<file path="config.mk">
export PLATFORM = sky130hd
export DESIGN_NAME = keyed_slot_get_or_create_top
export DESIGN_NICKNAME = d
export VERILOG_FILES = /design/src/hdl/ksgoc_pkg.sv /design/src/hdl/keyed_slot_get_or_create_top.sv /design/src/hdl/ksgoc_ctrl.sv /design/src/hdl/ksgoc_dp.sv
export SDC_FILE = /design/constraint.sdc
export NUM_CORES = 1
export LEC_CHECK = 0
export ABC_AREA = 1
export ABC_CLOCK_PERIOD_IN_PS = 9500
export BUFFER_PORTS_ARGS = -buffer_cell sky130_fd_sc_hd__buf_2
export CAP_MARGIN = 20
export CORE_AREA = 2 2 212 214
export CTS_BUF_LIST = sky130_fd_sc_hd__clkbuf_4 sky130_fd_sc_hd__clkbuf_8 sky130_fd_sc_hd__clkbuf_16
export DETAILED_ROUTE_END_ITERATION = 7
export DIE_AREA = 0 0 214 216
export PLACE_DENSITY_LB_ADDON = 0.12
export REMOVE_ABC_BUFFERS = 1
export SYNTH_ARGS = -nofsm -noshare
export SYNTH_HDL_FRONTEND = slang
export SYNTH_SLANG_ARGS = --single-unit
</file>
<file path="constraint.sdc">
create_clock -name clock -period 9.5 [get_ports clock]
set_clock_uncertainty 0.15 [all_clocks]
set_input_delay 1.425 -clock clock [delete_from_list [all_inputs] [get_ports clock]]
set_output_delay 1.425 -clock clock [all_outputs]
set_load 0.005 [all_outputs]
</file>
<file path="src/hdl/ksgoc_pkg.sv">
// Shared types and constants for the keyed slot get-or-create block.
`default_nettype none

package ksgoc_pkg;

   localparam int KEY_W    = 32;
   localparam int INDEX_W  = 4;
   localparam int STATUS_W = 2;

   localparam logic [STATUS_W-1:0] RSP_FOUND   = 2'd0;
   localparam logic [STATUS_W-1:0] RSP_CREATED = 2'd1;
   localparam logic [STATUS_W-1:0] RSP_FULL    = 2'd2;

   typedef enum logic [1:0] {
      ST_IDLE,
      ST_PRIME,
      ST_SCAN,
      ST_RESULT
   } state_type;

   typedef struct packed {
      logic start;
      logic advance;
      logic compare;
      logic commit;
      logic load_out;
   } ctrl_cmd_type;

   typedef struct packed {
      logic hit;
      logic last;
      logic out_free;
   } dp_status_type;

endpackage

`default_nettype wire

</file>
<file path="src/hdl/keyed_slot_get_or_create_top.sv">
// Top level of the keyed slot get-or-create block: controller and datapath.
// A request beat is taken only in the idle state; the controller then primes the first key read,
// scans the slots in order until a match or the last slot, and waits for the output register.
// A stalled earlier result delays the hand-off. A new request is accepted only after the previous
// result is loaded, with one slot compared per cycle through the single read port of the key memory.
// Reset clears every valid mark at once; keys stay undefined until a slot is created.
`default_nettype none

module keyed_slot_get_or_create_top #(
   parameter int TABLE_ENTRIES = 16
) (
   input  wire logic                                clock,
   input  wire logic                                reset,
   input  wire logic                                req_valid,
   output logic                                     req_stall,
   input  wire logic [ksgoc_pkg::KEY_W-1:0]         req_lookup_key,
   output logic                                     rsp_valid,
   input  wire logic                                rsp_stall,
   output logic [ksgoc_pkg::INDEX_W-1:0]            rsp_slot_index,
   output logic [ksgoc_pkg::STATUS_W-1:0]           rsp_status
);
   import ksgoc_pkg::*;

   ctrl_cmd_type  cmd;
   dp_status_type status;

   ksgoc_ctrl u_ctrl (
      .clock     (clock),
      .reset     (reset),
      .req_valid (req_valid),
      .req_stall (req_stall),
      .status    (status),
      .cmd       (cmd)
   );

   ksgoc_dp #(
      .TABLE_ENTRIES (TABLE_ENTRIES)
   ) u_dp (
      .clock          (clock),
      .reset          (reset),
      .req_lookup_key (req_lookup_key),
      .cmd            (cmd),
      .status         (status),
      .rsp_valid      (rsp_valid),
      .rsp_stall      (rsp_stall),
      .rsp_slot_index (rsp_slot_index),
      .rsp_status     (rsp_status)
   );

endmodule

`default_nettype wire

</file>
<file path="src/hdl/ksgoc_ctrl.sv">
// Controller state machine: sequences acceptance, table scan and result hand-off.
`default_nettype none

module ksgoc_ctrl (
   input  wire logic                    clock,
   input  wire logic                    reset,
   input  wire logic                    req_valid,
   output logic                         req_stall,
   input  wire ksgoc_pkg::dp_status_type status,
   output ksgoc_pkg::ctrl_cmd_type      cmd
);
   import ksgoc_pkg::*;

   state_type state_ff;
   state_type state_in;

   always_ff @(posedge clock) begin
      if (reset) begin
         state_ff <= ST_IDLE;
      end else begin
         state_ff <= state_in;
      end
   end

   always_comb begin
      state_in = state_ff;
      cmd      = '0;
      unique case (state_ff)
         ST_IDLE: begin
            if (req_valid) begin
               cmd.start = 1'b1;
               state_in  = ST_PRIME;
            end
         end
         ST_PRIME: begin
            // first key read is in flight
            cmd.advance = 1'b1;
            state_in    = ST_SCAN;
         end
         ST_SCAN: begin
            cmd.advance = 1'b1;
            cmd.compare = 1'b1;
            if (status.hit || status.last) begin
               cmd.commit = 1'b1;
               state_in   = ST_RESULT;
            end
         end
         ST_RESULT: begin
            // hold until the output register can take the beat
            if (status.out_free) begin
               cmd.load_out = 1'b1;
               state_in     = ST_IDLE;
            end
         end
         default: begin
            state_in = ST_IDLE;
         end
      endcase
   end

   assign req_stall = (state_ff != ST_IDLE);

   a_accept_primes: assert property (@(posedge clock) disable iff (reset)
      (req_valid && !req_stall) |=> (state_ff == ST_PRIME))
      else $error("accepted beat did not start a scan");

   a_scan_continues: assert property (@(posedge clock) disable iff (reset)
      (state_ff == ST_SCAN && !status.hit && !status.last) |=> (state_ff == ST_SCAN))
      else $error("scan left before a hit or the last slot");

   a_single_commit: assert property (@(posedge clock) disable iff (reset)
      cmd.commit |=> !cmd.commit)
      else $error("result committed twice for one request");

endmodule

`default_nettype wire

</file>
<file path="src/hdl/ksgoc_dp.sv">
// Datapath: key memory, valid marks, scan pointer, free-slot tracking and output register.
`default_nettype none

module ksgoc_dp #(
   parameter int TABLE_ENTRIES = 16
) (
   input  wire logic                                clock,
   input  wire logic                                reset,
   input  wire logic [ksgoc_pkg::KEY_W-1:0]         req_lookup_key,
   input  wire ksgoc_pkg::ctrl_cmd_type             cmd,
   output ksgoc_pkg::dp_status_type                 status,
   output logic                                     rsp_valid,
   input  wire logic                                rsp_stall,
   output logic [ksgoc_pkg::INDEX_W-1:0]            rsp_slot_index,
   output logic [ksgoc_pkg::STATUS_W-1:0]           rsp_status
);
   import ksgoc_pkg::*;

   localparam int IDX_W = (TABLE_ENTRIES > 1) ? $clog2(TABLE_ENTRIES) : 1;
   localparam int EXT_W = (IDX_W > INDEX_W) ? IDX_W : INDEX_W;
   localparam logic [IDX_W-1:0] LAST_IDX = IDX_W'(TABLE_ENTRIES - 1);

   logic [KEY_W-1:0]         slot_key_mem [TABLE_ENTRIES];
   logic [TABLE_ENTRIES-1:0] slot_valid_ff, slot_valid_in;
   logic [KEY_W-1:0]         key_ff, key_in;
   logic [KEY_W-1:0]         rd_key_ff;
   logic [IDX_W-1:0]         rd_idx_ff;
   logic [IDX_W-1:0]         addr_ff, addr_in;
   logic                     free_found_ff, free_found_in;
   logic [IDX_W-1:0]         free_idx_ff, free_idx_in;
   logic [IDX_W-1:0]         res_idx_ff, res_idx_in;
   logic [STATUS_W-1:0]      res_status_ff, res_status_in;
   logic                     rsp_valid_ff, rsp_valid_in;
   logic [INDEX_W-1:0]       rsp_slot_index_ff, rsp_slot_index_in;
   logic [STATUS_W-1:0]      rsp_status_ff, rsp_status_in;
   logic [EXT_W-1:0]         res_idx_ext;
   logic [IDX_W-1:0]         free_now;
   logic                     cur_free, hit, any_free, wr_en;

   assign cur_free = !slot_valid_ff[rd_idx_ff];
   assign hit      = slot_valid_ff[rd_idx_ff] && (rd_key_ff == key_ff);
   assign any_free = free_found_ff || cur_free;
   assign free_now = free_found_ff ? free_idx_ff : rd_idx_ff;
   assign wr_en    = cmd.commit && !hit && any_free;

   assign status.hit      = hit;
   assign status.last     = (rd_idx_ff == LAST_IDX);
   assign status.out_free = !rsp_valid_ff || !rsp_stall;

   assign res_idx_ext = EXT_W'(res_idx_ff);

   always_comb begin
      key_in        = cmd.start ? req_lookup_key : key_ff;

      addr_in       = addr_ff;
      if (cmd.start) begin
         addr_in = '0;
      end else if (cmd.advance && (addr_ff != LAST_IDX)) begin
         addr_in = addr_ff + 1'b1;
      end

      // remember the lowest free slot seen so far
      free_found_in = free_found_ff;
      free_idx_in   = free_idx_ff;
      if (cmd.start) begin
         free_found_in = 1'b0;
      end else if (cmd.compare && !free_found_ff && cur_free) begin
         free_found_in = 1'b1;
         free_idx_in   = rd_idx_ff;
      end

      res_idx_in    = res_idx_ff;
      res_status_in = res_status_ff;
      if (cmd.commit) begin
         priority if (hit) begin
            res_idx_in    = rd_idx_ff;
            res_status_in = RSP_FOUND;
         end else if (any_free) begin
            res_idx_in    = free_now;
            res_status_in = RSP_CREATED;
         end else begin
            res_idx_in    = '0;
            res_status_in = RSP_FULL;
         end
      end

      slot_valid_in = slot_valid_ff;
      if (wr_en) begin
         slot_valid_in[free_now] = 1'b1;
      end

      rsp_slot_index_in = rsp_slot_index_ff;
      rsp_status_in     = rsp_status_ff;
      if (cmd.load_out) begin
         rsp_slot_index_in = res_idx_ext[INDEX_W-1:0];
         rsp_status_in     = res_status_ff;
         rsp_valid_in      = 1'b1;
      end else begin
         rsp_valid_in      = rsp_stall ? rsp_valid_ff : 1'b0;
      end
   end

   // key memory: one write port, one registered read port
   always_ff @(posedge clock) begin
      if (wr_en) begin
         slot_key_mem[free_now] <= key_ff;
      end
      rd_key_ff <= slot_key_mem[addr_ff];
   end

   always_ff @(posedge clock) begin
      if (reset) begin
         slot_valid_ff <= '0;
         rsp_valid_ff  <= 1'b0;
         free_found_ff <= 1'b0;
         addr_ff       <= '0;
         rd_idx_ff     <= '0;
      end else begin
         slot_valid_ff <= slot_valid_in;
         rsp_valid_ff  <= rsp_valid_in;
         free_found_ff <= free_found_in;
         addr_ff       <= addr_in;
         rd_idx_ff     <= addr_ff;
      end
   end

   always_ff @(posedge clock) begin
      key_ff            <= key_in;
      free_idx_ff       <= free_idx_in;
      res_idx_ff        <= res_idx_in;
      res_status_ff     <= res_status_in;
      rsp_slot_index_ff <= rsp_slot_index_in;
      rsp_status_ff     <= rsp_status_in;
   end

   assign rsp_valid      = rsp_valid_ff;
   assign rsp_slot_index = rsp_slot_index_ff;
   assign rsp_status     = rsp_status_ff;

   a_create_marks_valid: assert property (@(posedge clock) disable iff (reset)
      wr_en |=> slot_valid_ff[$past(free_now)])
      else $error("created slot not marked valid");

   a_create_stores_key: assert property (@(posedge clock) disable iff (reset)
      wr_en |=> (slot_key_mem[$past(free_now)] == $past(key_ff)))
      else $error("created slot does not hold the request key");

   a_load_when_free: assert property (@(posedge clock) disable iff (reset)
      cmd.load_out |-> (!rsp_valid_ff || !rsp_stall))
      else $error("output register overwritten while its beat was stalled");

endmodule

`default_nettype wire

</file>
==> results.json <==
{
  "outcome": "finished, final reports clean",
  "synth_xor_area_share_pct": 0.4046,
  "min_period_ns": 3.743,
  "cts_resized": 0,
  "core_area_um2": 43840,
  "track_usage_pct": 24.60,
  "synth.area.mux_share_pct": 0,
  "die_y_um": 216,
  "synth_compound_area_share_pct": 10.19,
  "syn_avg_cell_area_um2": 12.91,
  "num_antenna_cells": 0,
  "drive_gt1_share_pct": 10.94,
  "vias": 14720,
  "start_util_pct": 54.33,
  "fin_setup_tns_ns": 0,
  "synth_top_family_by_area": "simple AND/OR/NAND/NOR gates",
  "leakagePower_uw": 0.009027,
  "yosysMostFrequentCell": "edfxtp_1",
  "startpoint_type": "flip-flop",
  "synth-main-ff-cell": "edfxtp_1",
  "finalHoldViolations": 0,
  "cts_tree": "done",
  "overflow": 0,
  "synth_top_area_share_pct": 70.61,
  "async_flop_share_pct": 0,
  "power_density_nw_per_um2": 277.5,
  "routedWlPerCell_um": 22.51,
  "nets": 1918,
  "synth_top_cells_by_count": "edfxtp_1, nor2_1, o21ai_0",
  "htree_num_levels": 2,
  "drc": 0,
  "place_hpwl_um": 29580,
  "ys_types": 33,
  "dieArea_um2": 46220,
  "cts-root-buf": "clkbuf_16",
  "cts_buffers": 61,
  "synth_fa_ha_area_share_pct": 0.2627,
  "num_rows": 77,
  "netlist_top_cells_area": "edfxtp_1, o21ai_0, nor2_1",
  "die_w_um": 214,
  "drt_wl_total_um": 56760,
  "maxSlewViolCount": 0,
  "drt_first_pass_iters": 5,
  "setup_ws_ns": 5.757,
  "via_per_inst": 5.839,
  "area_delta_synth_final_pct": 12.00,
  "grt_start_max_net_pins": 114,
  "holdBufCountCts": 0,
  "fin_crit_sh_pct": 39.40,
  "clk_latency_ns": 0.62,
  "cts.clk_slew.worst_paths_ns": 0.06,
  "place_ws_ns": 5.782,
  "critPathKind": "flip-flop to flip-flop",
  "io_pins": 44,
  "clockBufferDepth": 3,
  "synth_edf_count": 560,
  "ant_nets": 0,
  "drt_iter0_markers": 1627,
  "synth-simple-area-share_pct": 10.46,
  "grt_setup_unrepaired": "no",
  "grt_pass1_vias": 14260,
  "post_cts_buffers": 0,
  "fmax_mhz": 267.1,
  "gp_congestion": 0.8517,
  "max_slew_margin_pct": 28.76,
  "cts.sinks": 620,
  "io_buffers": 43,
  "worstPathMaxFanout": 18,
  "vdd_ir_drop_max_mv": 0.1765,
  "hold_path_class": "flip-flop to flip-flop",
  "syn_area_um2": 23810,
  "synthCells": 1845,
  "synth_seq_cells": 620,
  "final-setup-viol-count": 0,
  "ys_warn_count": 0,
  "synth_top_area_cell": "edfxtp_1",
  "tightest_slew_ns": 1.069,
  "worstPathArrival_ns": 3.88,
  "cp.required_ns": 9.64,
  "critPathCaptureType": "flip-flop",
  "seq_area_frac_synth_pct": 75.66,
  "grt_pass1_wl_um": 86080,
  "antenna_found_initial": 0,
  "drv_cap": 0
}
[state kept, by name (all words and copies together), names as in the netlist, 4 cells and up]
name and cells:
u_dp.rd_idx_ff 4, u_dp.slot_valid_ff 16, u_dp.slot_key_mem 512, u_dp.free_idx_ff 4, u_dp.key_ff 32, u_dp.rd_key_ff 32, u_dp.res_idx_ext 4, u_dp.addr_ff 4
u_dp.rsp_slot_index 4
[final timing paths]
path / from / end / slack (ns) / cells after the start
hold reg to reg: u_dp.res_idx_ext[3] / u_dp.rsp_slot_index[3] / 0.27 / 0
setup reg to reg: u_dp.key_ff[9] / u_dp.slot_key_mem[0][31] / 5.76 / 9
hold / removal: u_dp.res_idx_ext[3] / u_dp.rsp_slot_index[3] / 0.27 / 0
setup / recovery: u_dp.key_ff[9] / u_dp.slot_key_mem[0][31] / 5.76 / 9
[metrics by stage]
step | cells | power [uW] | hold WS [ns] | area (um2) | utilization [%]
5_1_grt | 2521 | 7760 | 0.2828 | 26670 | 60.84
4_1_cts | 2520 | 7431 | 0.2689 | 26640 | 60.78
3_3_place_gp | 2402 | 5079 | 0.2529 | 24610 | 56.15
2_1_floorplan | 1741 | 4555 | 0.2503 | 23400 | -
6_report | 2521 | 7400 | 0.2694 | 26670 | 60.84
3_5_place_dp | 2405 | 5108 | 0.2545 | 24680 | 56.30
[layout by cell type, fill, tap and decap left out, drive strengths merged]
master and instances:
a211oi 1, a21boi 1, a21oi 8, buf 73, bufinv 1, clkbuf 91, clkinv 19, clkinvlp 4
dfxtp 60, edfxtp 560, ha 5, inv 81, nand2 196, nand3 61, nand4 4, nor2 339
nor3 2, o211ai 11, o21ai 263, o221ai 53, o22ai 80, o31ai 1, or2 4, xnor2 9
xor2 2
[power breakdown]
| part | total [uW] | internal (uW) | switching (uW) |
|---|---|---|---|
| registers | 3490 | 3240 | 247 |
| logic | 1580 | 483 | 1100 |
| clock network | 2330 | 1350 | 985 |
[metal layers]
layer  track usage (%)  part of all wire, %
met1             34.52                   43
met2             39.47                   48
met3             4.073                  6.2
met4             8.345                  3.0
met5                 0                    0
[layout make-up]
class	count	area, um2
inverters	81	310.3
well taps	592	740.7
repair buffers	73	505.5
flip-flops and latches	620	18030
fillers	3374	17170
clock inverters	24	143.9
multi-input cells	1040	5126
clock buffers	91	1818
[worst max-delay path: stages, from the launching register on]
cell and delay (ns):
edfxtp_1 0.77, xnor2_1 0.19, nand2_1 0.10, nor2_1 0.04, nand2_1 0.14, nor2_1 0.12
nand3_4 0.15, nand4_4 0.47, nor2_4 0.81, buf_4 0.45
[kinds of logic (layout without fill, tap and decap cells)]
group,after synthesis,after routing
AO/OA/AOI/OAI,418,418
XOR/XNOR,11,11
adder cells (fa/ha/maj),5,5
buffers and inverters,185,269
flip-flops,620,620
AND/OR/NAND/NOR,606,606
No activity file was read; power rests on OpenSTA's default activity.
